`src/hdl/ordered_array_list_engine_defines.svh`:
```
// Assertion macros shared by the list engine RTL.
// No dependencies; included by files that carry concurrent assertions.
`ifndef ORDERED_ARRAY_LIST_ENGINE_DEFINES_SVH
`define ORDERED_ARRAY_LIST_ENGINE_DEFINES_SVH

// Same-cycle implication, disabled during reset
`define OALE_ASSERT_IMPL(label, clk, rst, ante, cons) \
   label: assert property (@(posedge clk) disable iff (rst) (ante) |-> (cons)) \
      else $error("list engine assertion failed");

// Next-cycle implication, disabled during reset
`define OALE_ASSERT_NEXT(label, clk, rst, ante, cons) \
   label: assert property (@(posedge clk) disable iff (rst) (ante) |=> (cons)) \
      else $error("list engine assertion failed");

`endif

```
`src/hdl/oale_pkg.sv`:
```
// Types, codes and microcode table of the ordered array list engine.
// No dependencies; used by oale_seq and ordered_array_list_engine.
`default_nettype none

package oale_pkg;

   // Request kinds
   localparam logic [1:0] KIND_INSERT = 2'd0;
   localparam logic [1:0] KIND_REMOVE = 2'd1;
   localparam logic [1:0] KIND_SEARCH = 2'd2;

   typedef enum logic [1:0] {
      ST_OK        = 2'd0,
      ST_BAD_POS   = 2'd1,
      ST_FULL      = 2'd2,
      ST_NOT_FOUND = 2'd3
   } status_type;

   typedef enum logic [3:0] {
      STEP_IDLE,
      STEP_DISPATCH,
      STEP_INS_INIT,
      STEP_INS_LOOP,
      STEP_INS_PUT,
      STEP_REM_INIT,
      STEP_REM_LOOP,
      STEP_REM_DONE,
      STEP_SRCH_INIT,
      STEP_SRCH_LOOP,
      STEP_RSP_OK,
      STEP_RSP_HIT,
      STEP_RSP_MISS,
      STEP_RSP_BAD,
      STEP_RSP_FULL
   } step_type;

   typedef enum logic [2:0] {
      PTR_HOLD, PTR_COUNT, PTR_POS1, PTR_ZERO, PTR_INC, PTR_DEC
   } ptr_op_type;

   typedef enum logic [1:0] {
      RD_NONE, RD_PTR, RD_PTR_M1
   } rd_sel_type;

   typedef enum logic [1:0] {
      WR_NONE, WR_SHIFT_UP, WR_SHIFT_DOWN, WR_VALUE
   } wr_sel_type;

   typedef enum logic [1:0] {
      CNT_HOLD, CNT_INC, CNT_DEC
   } cnt_op_type;

   typedef enum logic [2:0] {
      STAY_NONE, STAY_NO_REQ, STAY_MORE_DOWN, STAY_MORE_UP, STAY_RSP_BUSY
   } stay_sel_type;

   typedef enum logic [1:0] {
      JMP_NONE, JMP_MATCH, JMP_DISPATCH
   } jump_sel_type;

   // One control word of the sequencer program
   typedef struct packed {
      logic         req_take;
      ptr_op_type   ptr_op;
      rd_sel_type   rd_sel;
      wr_sel_type   wr_sel;
      cnt_op_type   cnt_op;
      stay_sel_type stay_sel;
      jump_sel_type jump_sel;
      step_type     target;
      step_type     next_step;
      logic         rsp_load;
      status_type   rsp_status;
      logic         rsp_hit;
   } ucode_type;

   // Datapath flags seen by the sequencer
   typedef struct packed {
      logic       req_valid;
      logic       more_down;
      logic       more_up;
      logic       rsp_busy;
      logic       match;
      logic [1:0] kind;
      logic       pos_gt_count;
      logic       pos_ge_count;
      logic       full;
   } seq_cond_type;

   // Gated controls driven into the datapath
   typedef struct packed {
      logic       req_ready;
      ptr_op_type ptr_op;
      rd_sel_type rd_sel;
      wr_sel_type wr_sel;
      cnt_op_type cnt_op;
      logic       rsp_load;
      status_type rsp_status;
      logic       rsp_hit;
   } seq_ctrl_type;

   // Microcode table: one control word per step
   function automatic ucode_type ucode_rom(step_type step);
      ucode_type w;
      w.req_take   = 1'b0;
      w.ptr_op     = PTR_HOLD;
      w.rd_sel     = RD_NONE;
      w.wr_sel     = WR_NONE;
      w.cnt_op     = CNT_HOLD;
      w.stay_sel   = STAY_NONE;
      w.jump_sel   = JMP_NONE;
      w.target     = STEP_IDLE;
      w.next_step  = STEP_IDLE;
      w.rsp_load   = 1'b0;
      w.rsp_status = ST_OK;
      w.rsp_hit    = 1'b0;
      case (step)
         STEP_IDLE: begin
            w.req_take  = 1'b1;
            w.stay_sel  = STAY_NO_REQ;
            w.next_step = STEP_DISPATCH;
         end
         STEP_DISPATCH: begin
            w.jump_sel = JMP_DISPATCH;
         end
         STEP_INS_INIT: begin
            w.ptr_op    = PTR_COUNT;
            w.next_step = STEP_INS_LOOP;
         end
         STEP_INS_LOOP: begin
            w.ptr_op    = PTR_DEC;
            w.rd_sel    = RD_PTR_M1;
            w.wr_sel    = WR_SHIFT_UP;
            w.stay_sel  = STAY_MORE_DOWN;
            w.next_step = STEP_INS_PUT;
         end
         STEP_INS_PUT: begin
            w.wr_sel    = WR_VALUE;
            w.cnt_op    = CNT_INC;
            w.next_step = STEP_RSP_OK;
         end
         STEP_REM_INIT: begin
            w.ptr_op    = PTR_POS1;
            w.next_step = STEP_REM_LOOP;
         end
         STEP_REM_LOOP: begin
            w.ptr_op    = PTR_INC;
            w.rd_sel    = RD_PTR;
            w.wr_sel    = WR_SHIFT_DOWN;
            w.stay_sel  = STAY_MORE_UP;
            w.next_step = STEP_REM_DONE;
         end
         STEP_REM_DONE: begin
            w.cnt_op    = CNT_DEC;
            w.next_step = STEP_RSP_OK;
         end
         STEP_SRCH_INIT: begin
            w.ptr_op    = PTR_ZERO;
            w.next_step = STEP_SRCH_LOOP;
         end
         STEP_SRCH_LOOP: begin
            w.ptr_op    = PTR_INC;
            w.rd_sel    = RD_PTR;
            w.stay_sel  = STAY_MORE_UP;
            w.jump_sel  = JMP_MATCH;
            w.target    = STEP_RSP_HIT;
            w.next_step = STEP_RSP_MISS;
         end
         STEP_RSP_OK: begin
            w.stay_sel   = STAY_RSP_BUSY;
            w.rsp_load   = 1'b1;
            w.rsp_status = ST_OK;
         end
         STEP_RSP_HIT: begin
            w.stay_sel   = STAY_RSP_BUSY;
            w.rsp_load   = 1'b1;
            w.rsp_status = ST_OK;
            w.rsp_hit    = 1'b1;
         end
         STEP_RSP_MISS: begin
            w.stay_sel   = STAY_RSP_BUSY;
            w.rsp_load   = 1'b1;
            w.rsp_status = ST_NOT_FOUND;
         end
         STEP_RSP_BAD: begin
            w.stay_sel   = STAY_RSP_BUSY;
            w.rsp_load   = 1'b1;
            w.rsp_status = ST_BAD_POS;
         end
         STEP_RSP_FULL: begin
            w.stay_sel   = STAY_RSP_BUSY;
            w.rsp_load   = 1'b1;
            w.rsp_status = ST_FULL;
         end
         default: begin
            w.next_step = STEP_IDLE;
         end
      endcase
      return w;
   endfunction

endpackage

`default_nettype wire

```
`src/hdl/oale_seq.sv`:
```
// Microcoded sequencer of the list engine: step counter, control table, jumps.
// Depends on oale_pkg for the step codes, the control word and the ucode table.
`default_nettype none

module oale_seq (
   input  wire logic                  clock,
   input  wire logic                  reset,
   input  wire oale_pkg::seq_cond_type cond,
   output oale_pkg::seq_ctrl_type      ctrl
);

   oale_pkg::step_type  step_ff;
   oale_pkg::step_type  step_in;
   oale_pkg::ucode_type word;
   oale_pkg::step_type  dispatch_target;
   oale_pkg::step_type  jump_target;
   logic                stay;
   logic                taken;
   logic                act;

   // Fetch the control word of the current step
   always_comb begin
      word = oale_pkg::ucode_rom(step_ff);
   end

   // Pick the handler for the captured request
   always_comb begin
      case (cond.kind)
         oale_pkg::KIND_INSERT: begin
            if (cond.pos_gt_count) begin
               dispatch_target = oale_pkg::STEP_RSP_BAD;
            end else if (cond.full) begin
               dispatch_target = oale_pkg::STEP_RSP_FULL;
            end else begin
               dispatch_target = oale_pkg::STEP_INS_INIT;
            end
         end
         oale_pkg::KIND_REMOVE: begin
            dispatch_target = cond.pos_ge_count ? oale_pkg::STEP_RSP_BAD
                                                : oale_pkg::STEP_REM_INIT;
         end
         oale_pkg::KIND_SEARCH: begin
            dispatch_target = oale_pkg::STEP_SRCH_INIT;
         end
         default: begin
            dispatch_target = oale_pkg::STEP_RSP_BAD;
         end
      endcase
   end

   // Evaluate stay and jump conditions
   always_comb begin
      case (word.stay_sel)
         oale_pkg::STAY_NO_REQ:    stay = !cond.req_valid;
         oale_pkg::STAY_MORE_DOWN: stay = cond.more_down;
         oale_pkg::STAY_MORE_UP:   stay = cond.more_up;
         oale_pkg::STAY_RSP_BUSY:  stay = cond.rsp_busy;
         default:                  stay = 1'b0;
      endcase
      case (word.jump_sel)
         oale_pkg::JMP_MATCH: begin
            taken       = cond.match;
            jump_target = word.target;
         end
         oale_pkg::JMP_DISPATCH: begin
            taken       = 1'b1;
            jump_target = dispatch_target;
         end
         default: begin
            taken       = 1'b0;
            jump_target = word.target;
         end
      endcase
   end

   // Next step: jump, hold, or fall through
   always_comb begin
      if (taken) begin
         step_in = jump_target;
      end else if (stay) begin
         step_in = step_ff;
      end else begin
         step_in = word.next_step;
      end
   end

   // Gate the control word (take and write select pass ungated): loop steps act while staying, others once leaving
   always_comb begin
      if (word.stay_sel inside {oale_pkg::STAY_MORE_DOWN, oale_pkg::STAY_MORE_UP}) begin
         act = !taken && stay;
      end else begin
         act = !taken && !stay;
      end
      ctrl.req_ready  = word.req_take;
      ctrl.ptr_op     = act ? word.ptr_op : oale_pkg::PTR_HOLD;
      ctrl.rd_sel     = act ? word.rd_sel : oale_pkg::RD_NONE;
      ctrl.wr_sel     = word.wr_sel;
      ctrl.cnt_op     = act ? word.cnt_op : oale_pkg::CNT_HOLD;
      ctrl.rsp_load   = word.rsp_load && act;
      ctrl.rsp_status = word.rsp_status;
      ctrl.rsp_hit    = word.rsp_hit;
   end

   // Step counter
   always_ff @(posedge clock) begin
      if (reset) begin
         step_ff <= oale_pkg::STEP_IDLE;
      end else begin
         step_ff <= step_in;
      end
   end

endmodule

`default_nettype wire

```
`src/hdl/ordered_array_list_engine.sv`:
```
// Ordered array list engine: packed list of signed 32-bit values with insert,
// remove and linear search requests. One request is worked at a time by a
// microcoded sequencer over an entry RAM with one read and one write port that
// moves or compares one entry per cycle. The time from acceptance to a valid
// result grows with the entries that the walk over the RAM read port passes:
// from the count down to the position for an insert, from the position up to
// the count for a remove, and up to the hit or the count for a search. Out-of-
// range and full requests answer without a walk. The sequencer then returns to
// its idle step, where it takes the next request. A finished result waits in an
// output register, and the next request is taken while it waits. No clearing
// pass is needed after reset; entries are only read below the count.
// Depends on oale_pkg, oale_seq and ordered_array_list_engine_defines.svh.
`default_nettype none
`include "ordered_array_list_engine_defines.svh"

module ordered_array_list_engine #(
   parameter int DEPTH = 32
) (
   input  wire logic               clock,
   input  wire logic               reset,
   input  wire logic               req_valid,
   output logic                    req_ready,
   input  wire logic [1:0]         req_kind,
   input  wire logic [5:0]         req_position,
   input  wire logic signed [31:0] req_item_value,
   output logic                    rsp_valid,
   input  wire logic               rsp_ready,
   output logic [1:0]              rsp_status,
   output logic [4:0]              rsp_found_index,
   output logic [5:0]              rsp_entry_count
);

   localparam int AW   = $clog2(DEPTH);
   localparam int CW   = $clog2(DEPTH + 1);
   localparam int CMPW = (CW > 6) ? CW : 6;

   oale_pkg::seq_cond_type cond;
   oale_pkg::seq_ctrl_type ctrl;

   logic [1:0]         kind_ff, kind_in;
   logic [5:0]         pos_ff, pos_in;
   logic signed [31:0] val_ff, val_in;
   logic [CW-1:0]      count_ff, count_in;
   logic [CMPW-1:0]    ptr_ff, ptr_in;
   logic               rd_valid_ff, rd_valid_in;
   logic [AW-1:0]      rd_addr_ff, rd_addr_in;
   logic signed [31:0] rd_data_ff;
   logic               rsp_valid_ff, rsp_valid_in;
   logic [1:0]         rsp_status_ff, rsp_status_in;
   logic [4:0]         rsp_index_ff, rsp_index_in;
   logic [5:0]         rsp_count_ff, rsp_count_in;

   logic signed [31:0] mem [DEPTH];
   logic               rd_en;
   logic               mem_we;
   logic [AW-1:0]      wr_addr;
   logic signed [31:0] wr_data;
   logic [CMPW-1:0]    pos_ext;
   logic [CMPW-1:0]    count_ext;
   logic               accept;

   oale_seq u_seq (
      .clock (clock),
      .reset (reset),
      .cond  (cond),
      .ctrl  (ctrl)
   );

   // Flags for the sequencer
   always_comb begin
      pos_ext           = CMPW'(pos_ff);
      count_ext         = CMPW'(count_ff);
      cond.req_valid    = req_valid;
      cond.more_down    = ptr_ff > pos_ext;
      cond.more_up      = ptr_ff < count_ext;
      cond.rsp_busy     = rsp_valid_ff && !rsp_ready;
      cond.match        = rd_valid_ff && (rd_data_ff == val_ff);
      cond.kind         = kind_ff;
      cond.pos_gt_count = pos_ext > count_ext;
      cond.pos_ge_count = pos_ext >= count_ext;
      cond.full         = count_ff == CW'(DEPTH);
   end

   // Capture the request
   assign req_ready = ctrl.req_ready;
   assign accept    = req_valid && ctrl.req_ready;

   always_comb begin
      kind_in = accept ? req_kind       : kind_ff;
      pos_in  = accept ? req_position   : pos_ff;
      val_in  = accept ? req_item_value : val_ff;
   end

   // Walk pointer
   always_comb begin
      case (ctrl.ptr_op)
         oale_pkg::PTR_COUNT: ptr_in = count_ext;
         oale_pkg::PTR_POS1:  ptr_in = pos_ext + CMPW'(1);
         oale_pkg::PTR_ZERO:  ptr_in = '0;
         oale_pkg::PTR_INC:   ptr_in = ptr_ff + CMPW'(1);
         oale_pkg::PTR_DEC:   ptr_in = ptr_ff - CMPW'(1);
         default:             ptr_in = ptr_ff;
      endcase
   end

   // Read port select
   always_comb begin
      case (ctrl.rd_sel)
         oale_pkg::RD_PTR: begin
            rd_en      = 1'b1;
            rd_addr_in = AW'(ptr_ff);
         end
         oale_pkg::RD_PTR_M1: begin
            rd_en      = 1'b1;
            rd_addr_in = AW'(ptr_ff - CMPW'(1));
         end
         default: begin
            rd_en      = 1'b0;
            rd_addr_in = rd_addr_ff;
         end
      endcase
      rd_valid_in = rd_en;
   end

   // Write port: shift the entry read last cycle, or drop in the new value
   always_comb begin
      case (ctrl.wr_sel)
         oale_pkg::WR_SHIFT_UP: begin
            mem_we  = rd_valid_ff;
            wr_addr = rd_addr_ff + AW'(1);
            wr_data = rd_data_ff;
         end
         oale_pkg::WR_SHIFT_DOWN: begin
            mem_we  = rd_valid_ff;
            wr_addr = rd_addr_ff - AW'(1);
            wr_data = rd_data_ff;
         end
         oale_pkg::WR_VALUE: begin
            mem_we  = 1'b1;
            wr_addr = AW'(pos_ext);
            wr_data = val_ff;
         end
         default: begin
            mem_we  = 1'b0;
            wr_addr = rd_addr_ff;
            wr_data = rd_data_ff;
         end
      endcase
   end

   // Entry count
   always_comb begin
      case (ctrl.cnt_op)
         oale_pkg::CNT_INC: count_in = count_ff + CW'(1);
         oale_pkg::CNT_DEC: count_in = count_ff - CW'(1);
         default:           count_in = count_ff;
      endcase
   end

   // Result register: load when free, drop once taken
   always_comb begin
      rsp_status_in = rsp_status_ff;
      rsp_index_in  = rsp_index_ff;
      rsp_count_in  = rsp_count_ff;
      rsp_valid_in  = rsp_valid_ff && !rsp_ready;
      if (ctrl.rsp_load) begin
         rsp_valid_in  = 1'b1;
         rsp_status_in = ctrl.rsp_status;
         rsp_index_in  = ctrl.rsp_hit ? 5'(rd_addr_ff) : 5'd0;
         rsp_count_in  = 6'(count_ff);
      end
   end

   assign rsp_valid       = rsp_valid_ff;
   assign rsp_status      = rsp_status_ff;
   assign rsp_found_index = rsp_index_ff;
   assign rsp_entry_count = rsp_count_ff;

   // Entry RAM with registered read
   always_ff @(posedge clock) begin
      if (mem_we) begin
         mem[wr_addr] <= wr_data;
      end
      if (rd_en) begin
         rd_data_ff <= mem[rd_addr_in];
      end
   end

   // Control registers
   always_ff @(posedge clock) begin
      if (reset) begin
         count_ff     <= '0;
         rd_valid_ff  <= 1'b0;
         rsp_valid_ff <= 1'b0;
      end else begin
         count_ff     <= count_in;
         rd_valid_ff  <= rd_valid_in;
         rsp_valid_ff <= rsp_valid_in;
      end
   end

   // Payload registers
   always_ff @(posedge clock) begin
      kind_ff       <= kind_in;
      pos_ff        <= pos_in;
      val_ff        <= val_in;
      ptr_ff        <= ptr_in;
      rd_addr_ff    <= rd_addr_in;
      rsp_status_ff <= rsp_status_in;
      rsp_index_ff  <= rsp_index_in;
      rsp_count_ff  <= rsp_count_in;
   end

   // Checks
   `OALE_ASSERT_IMPL(a_count_range, clock, reset, 1'b1, count_ff <= CW'(DEPTH))
   `OALE_ASSERT_NEXT(a_count_step, clock, reset, ctrl.cnt_op == oale_pkg::CNT_HOLD, $stable(count_ff))
   `OALE_ASSERT_IMPL(a_rsp_no_overwrite, clock, reset, rsp_valid_ff && !rsp_ready, !ctrl.rsp_load)
   `OALE_ASSERT_IMPL(a_idle_quiet, clock, reset, ctrl.req_ready, !mem_we && !rd_en)

endmodule

`default_nettype wire

```
`config.mk`:
```
export PLATFORM = sky130hd
export DESIGN_NAME = ordered_array_list_engine
export DESIGN_NICKNAME = d
export VERILOG_FILES = /design/src/hdl/oale_pkg.sv /design/src/hdl/oale_seq.sv /design/src/hdl/ordered_array_list_engine.sv
export VERILOG_INCLUDE_DIRS = /design/src /design/src/hdl
export SDC_FILE = /design/constraint.sdc
export NUM_CORES = 2
export LEC_CHECK = 0
export ABC_AREA = 0
export BUFFER_PORTS_ARGS = -buffer_cell sky130_fd_sc_hd__buf_2
export CELL_PAD_IN_SITES_DETAIL_PLACEMENT = 1
export CELL_PAD_IN_SITES_GLOBAL_PLACEMENT = 1
export CORE_ASPECT_RATIO = 1.4
export CORE_MARGIN = 3
export CORE_UTILIZATION = 35
export DETAILED_ROUTE_END_ITERATION = 8
export HOLD_SLACK_MARGIN = 0.12
export PLACE_DENSITY_LB_ADDON = 0.1
export REMOVE_ABC_BUFFERS = 1
export SLEW_MARGIN = 15
export SYNTH_ARGS = -nofsm -noshare
export SYNTH_HDL_FRONTEND = slang
export SYNTH_SLANG_ARGS = --single-unit
```
`constraint.sdc`:
```
create_clock -name clock -period 12.54 [get_ports clock]
set_input_delay 2.508 -clock clock [delete_from_list [all_inputs] [get_ports clock]]
set_output_delay 2.508 -clock clock [all_outputs]
set_load 0.02 [all_outputs]
```
Word-level counts from Yosys, hierarchy flattened --
Memories as Yosys holds them, arrays and structs flattened. A register that Yosys moved wholly into a read port is not among the register bits. Cells that the tools add are included.
Word-level totals: flip-flop bits (word level) 76, RAM bits 1024, memories kept 1
Memories:
- mem | depth 32, width 32, read ports 1, clocked after memory_dff 1, write ports 1, RTL line ordered_array_list_engine.sv:53 | logic signed [31:0] mem [DEPTH];
Cells by class: add/subtract/negate cells 7, magnitude comparators 4, equality and inequality tests 37, mux-type cells 34, reductions and logical operators 21
Operators by type and width (number):
- == test 32 bit | 1
- two-way mux 32 bit | 1
- one-hot mux 4 bit (8 select lines) | 1
- one-hot mux 6 bit (5 select lines) | 1
- == test 4 bit, second input constant | 7
- two-way mux 4 bit | 7
- one-hot mux 3 bit (4 select lines) | 2
- adder 6 x 1 -> 6 bit, second input constant | 3
- == test 4 x 3 -> 1 bit, second input constant | 4
- one-hot mux 3 bit (5 select lines) | 1
- one-hot mux 5 bit (3 select lines) | 1
- == test 2 bit, second input constant | 6
- == test 3 x 2 -> 1 bit, second input constant | 4
- greater-than comparator 6 bit | 2
- one-hot mux 2 bit (2 select lines) | 3
- one-hot mux 4 bit (3 select lines) | 1
- one-hot mux 6 bit (2 select lines) | 1
- subtractor 6 x 1 -> 6 bit, second input constant | 2
- == test 2 x 1 -> 1 bit, second input constant | 5
- one-hot mux 5 bit (2 select lines) | 1
- OR reduction 2 bit | 5
- == test 3 bit, second input constant | 3
- == test 4 x 2 -> 1 bit, second input constant | 2
- two-way mux 1 bit | 7
- 20 further kinds | 32

Longest topological paths before layout --
word-level depth 12, depth in mapped cells 23, gate-level depth less buffers 19

Cells and area by module --
A second synthesis with hierarchy kept.
Unflattened totals: cells, all modules 2892, area, all modules 46824.9 µm²
Modules (own cells, without submodules):
- ordered_array_list_engine | times used 1, cells an instance 2791, area each 46059.2 µm², seq. area each 33742.4 µm²
- oale_seq | times used 1, cells an instance 101, area each 765.7 µm², seq. area each 80.1 µm²

Worst setup path before layout --
No wires, ideal clock.
kind in2reg, start input req_valid, end register rd_data_ff[10], read port of mem (data pin), data arrival time 6.066 ns, required time 12.280 ns, slack 6.215 ns, stages 13, cells stage by stage or4_4 > a21oi_2 > a31oi_2 > nand3_1 > buf_2 > nand3_1 > ha_1 > clkbuf_1 > inv_1 > o211ai_1 > o21ai_1 > clkbuf_1 > mux2_2
On the way: word-level cells in the longest chain between the ends 9, elaborated cells between the ends (all ways) 12, classes of those cells eq/ne (2); mux (5); reduce/logical (5)
RTL lines:
- start, declared | RTL line ordered_array_list_engine.sv:21 | input wire logic req_valid,
- logical NOT 1 bit * | RTL line oale_seq.sv:54 | oale_pkg::STAY_NO_REQ: stay = !cond.req_valid;
- one-hot mux 1 bit (4 select lines) * | RTL line oale_seq.sv:53 | case (word.stay_sel)
- logical NOT 1 bit | RTL line oale_seq.sv:92 | act = !taken && !stay;
- logical AND 1 bit | RTL line oale_seq.sv:92
- two-way mux 1 bit * | RTL line oale_seq.sv:89 | if (word.stay_sel inside {oale_pkg::STAY_MORE_DOWN, oale_pkg::STAY_MORE_UP}) begin
- two-way mux 2 bit * | RTL line oale_seq.sv:96 | ctrl.rd_sel = act ? word.rd_sel : oale_pkg::RD_NONE;
- == test 2 bit or == test 2 x 1 -> 1 bit (tied branches) | RTL line ordered_array_list_engine.sv:108 | case (ctrl.rd_sel)
- OR reduction 2 bit (no source line) *
- two-way mux 1 bit * | RTL line ordered_array_list_engine.sv:108
- via rd_en | RTL line ordered_array_list_engine.sv:54 | logic rd_en;
- end, declared | RTL line ordered_array_list_engine.sv:47 | logic signed [31:0] rd_data_ff;
Mark *: on every way through the listed nets, which the timed path passes. The rest lies on a longest branch. A chain may end at the register's enable or synchronous reset.

Final worst setup path --
start input req_valid, end register rd_data_ff[8], read port of mem (data pin)
On the way: word-level cells in the longest chain between the ends 9, elaborated cells between the ends (all ways) 12, classes of those cells eq/ne (2); mux (5); reduce/logical (5)
RTL lines (RTL line):
- logical NOT 1 bit * | oale_seq.sv:54
- one-hot mux 1 bit (4 select lines) * | oale_seq.sv:53
- logical NOT 1 bit | oale_seq.sv:92
- logical AND 1 bit | oale_seq.sv:92
- two-way mux 1 bit * | oale_seq.sv:89
- two-way mux 2 bit * | oale_seq.sv:96
- == test 2 bit or == test 2 x 1 -> 1 bit (tied branches) | ordered_array_list_engine.sv:108
- OR reduction 2 bit (no source line)
- two-way mux 1 bit | ordered_array_list_engine.sv:108
Mark *: on every way between the ends. The rest lies on a longest branch, timed or not.

==> impl_metrics.py <==
metrics = {
    "status": {
        "status": "complete, no violations",
    },
    "clock_network": {
        "clockRootBuffer": "clkbuf_16",
        "cts_setup_buffers": 0,
        "clock_latency_ns": 0.73,
        "cts.sinks": 1132,
        "cts_buffers": 115,
        "cts.htree.levels": 3,
        "clockBufferDepth": 3,
        "cts_tree": "done",
        "ctsHoldBuffers": 0,
        "clk_pin_slew_ns": 0.06,
        "cts_resized": 0,
    },
    "critical_path": {
        "required_ns": 13.00,
        "worstSetupPathType": "in -> reg",
        "worst_ep_arrival_time_ns": 8.19,
        "r2r.worst_path.cells": 14,
        "critPathLaunch": "req_valid",
        "cp-end-kind": "flip-flop",
        "rr_startpoint": "u_seq.step_ff[0]",
        "cp_max_fo": 48,
        "r2r-end": "rd_data_ff[8]",
        "start_kind": "primary input",
        "reg2reg_slack_ns": 4.93,
    },
    "synthesis": {
        "synthArstFlopShare_pct": 0,
        "synth-main-ff-cell": "edfxtp_1",
        "ys_warn_count": 0,
        "postSynthAreaPerCell_um2": 21.1,
        "syn_inst": 2149,
        "yosysMostFrequentCell": "edfxtp_1",
        "synth_cell_type_count": 65,
        "synth.top_cell.area_share_pct": 73.8,
        "synth_area_um2": 45300,
        "synth_commonest_cells": "1115 x edfxtp_1, 256 x mux4_2, 197 x mux2i_1, 65 x mux2_2, 65 x nor2_1",
        "synth_edf_count": 1115,
        "synth_area_leaders": "edfxtp_1 74%, mux4_2 13%, mux2i_1 4.3%",
        "synth_top_cell_by_area": "edfxtp_1",
        "seq_area_frac_synth_pct": 74.6,
        "synth_seq_cells": 1132,
    },
    "grt": {
        "grt_usage_pct": 19.4,
        "grt_pass1_wl_um": 180000,
        "overflow": 0,
        "grt_pass1_vias": 23800,
        "antenna_found_initial": 3,
        "grt_max_degree": 140,
    },
    "timing": {
        "slew_headroom_pct": 30.5,
        "slew_viol_final": 0,
        "min_period_ns": 7.72,
        "finalSetupViolCount": 0,
        "rsz0062_at_grt": "false",
        "final.setup.tns_ns": 0,
        "fin_crit_sh_pct": 61.6,
        "tightest_slew_ns": 1.04,
        "setup_ws_ns": 4.82,
        "hold_viol": 0,
        "finClkSkew_ns": 0.0309,
        "max_freq_mhz": 129,
    },
    "cells_and_area": {
        "layout-drive-gt1-share_pct": 27.2,
        "multiInputGateArea_um2": 11300,
        "stdcell_count": 4023,
        "syn2layout_area_growth_pct": 13.8,
        "fin_util_pct": 40.3,
        "nets": 2353,
        "fillCellCount": 12000,
        "regArea_um2": 33800,
    },
    "power_and_ir_drop": {
        "leakagePower_nw": 15.4,
        "power_density_nw_per_um2": 169,
        "ir_worst_vdd_mv": 0.0951,
    },
    "worst_hold_path": {
        "holdPathEnd": "rsp_entry_count[4]",
        "min_path_cells": 1,
        "worstHoldPathType": "reg -> reg",
        "min_from": "count_ext[4]",
    },
    "placed_design": {
        "dpl_worst_slack_ns": 3.92,
        "dp_hpwl_um": 65500,
        "port_buffers": 58,
        "gp_congestion": 0.789,
        "placed_cells": 3804,
    },
    "detailed_routing": {
        "routed_wl_um": 128000,
        "dr.first_iter.drc_count": 1892,
        "wire_per_inst_um": 31.9,
        "drc": 0,
        "via_per_inst": 5.42,
        "ant_nets": 0,
        "drtPass1Iterations": 5,
        "vias": 21800,
    },
    "floorplanning": {
        "die_h_um": 432,
        "io_pins": 59,
        "floorplan.die_area_um2": 134000,
        "rows": 155,
        "core_um2": 128000,
        "initial_core_util_pct": 35.4,
        "die_w_um": 310,
    },
    "flow_run": {
        "drv_cap": 0,
    },
}
==> per-layer routing <==
layer  routed length, um  global-route usage, %
met5                   0                      0
met4                3550                   6.14
met3                5040                   2.41
met2               67200                   34.5
met1               52600                   24.5
==> worst max-delay path by stage <==
| stage | end | slack (ns) | cells past startpoint |
|---|---|---|---|
| after global routing | rd_data_ff[25] | 4.25 | 14 |
| after CTS | rd_data_ff[8] | 4.69 | 14 |
| after detailed placement | rd_data_ff[22] | 3.92 | 15 |
| after floorplan | rd_data_ff[0] | -14.11 | 11 |
| after global placement | rd_data_ff[14] | 4.07 | 15 |
| final | rd_data_ff[8] | 4.82 | 15 |
==> cells in the final DEF, fill, tap and decap left out, types with 6 or more instances in the layout <==
master and n:
a21o_1 9, a21oi_1 26, a221o_1 6, buf_2 58, buf_4 45, bufinv_16 8
clkbuf_1 28, clkbuf_16 116, clkinv_1 23, clkinv_2 30, dfxtp_1 17, edfxtp_1 1115
ha_1 33, inv_1 34, mux2_2 65, mux2i_1 197, mux4_2 256, nand2_1 28
nand3_1 17, nor2_1 33, nor2_4 32, nor2b_1 7, nor3_1 10, nor4_1 9
o21ai_0 12, xnor2_1 15, xor2_1 37
==> critical path: stages <==
cell and delay (ns):
buf_2 0.11, or4_4 0.41, a21oi_2 0.19, a31oi_2 0.11
nand3_1 0.47, nand3_1 0.34, ha_1 0.77, nand2_1 0.19
o21ai_4 0.14, buf_4 0.76, buf_4 0.91, mux4_2 0.60
mux2i_1 0.17, mux2i_1 0.13, mux2_2 0.31
==> per-stage QoR <==
step	area, um^2	hold WS, ns	total power, mW
floorplan	44900	0.484	5.25
global placement	48000	0.601	5.47
detailed placement	48000	0.602	5.49
CTS	51600	0.620	8.84
global route	51600	0.622	9.06
finish	51600	0.603	8.71
==> layout make-up <==
cell class	count	area share (%)
timing repair buffer	107	1.36
inverter	36	0.262
multi-input combinational	881	21.8
clock buffer	144	5.83
clock inverter	72	1.15
tap	1648	4.00
antenna	3	0.0146
sequential	1132	65.6
==> flip-flops by register name, summed over array words and instances, names as in the netlist, 4 cells and up <==
signal,cells
pos_ext,6
val_ff,32
rsp_found_index,5
rsp_entry_count,6
rd_data_ff,32
rd_addr_ff,5
ptr_ff,6
count_ext,6
mem,1024
u_seq.step_ff,4
==> power breakdown <==
group / total, mW / switching (mW) / internal [mW]
clock: 3.32 / 1.46 / 1.86
combinational: 0.956 / 0.613 / 0.343
sequential: 4.43 / 0.121 / 4.31
==> cell families (layout without fill, tap and decap cells) <==
| logic type | after synthesis | in the layout | share of synthesized area (%) |
|---|---|---|---|
| DFF | 1132 | 1132 | 74.6 |
| other | 0 | 3 | 0 |
| AOI/OAI and AO/OA | 104 | 104 | 1.60 |
| and+or+nand+nor | 171 | 171 | 1.85 |
| adders and majority gates | 36 | 36 | 1.03 |
| xor gates and xnor gates | 52 | 52 | 1.00 |
| muxes | 518 | 518 | 18.7 |
| buffers and inverters | 136 | 359 | 1.26 |
Power figures use the tool's default switching activity.
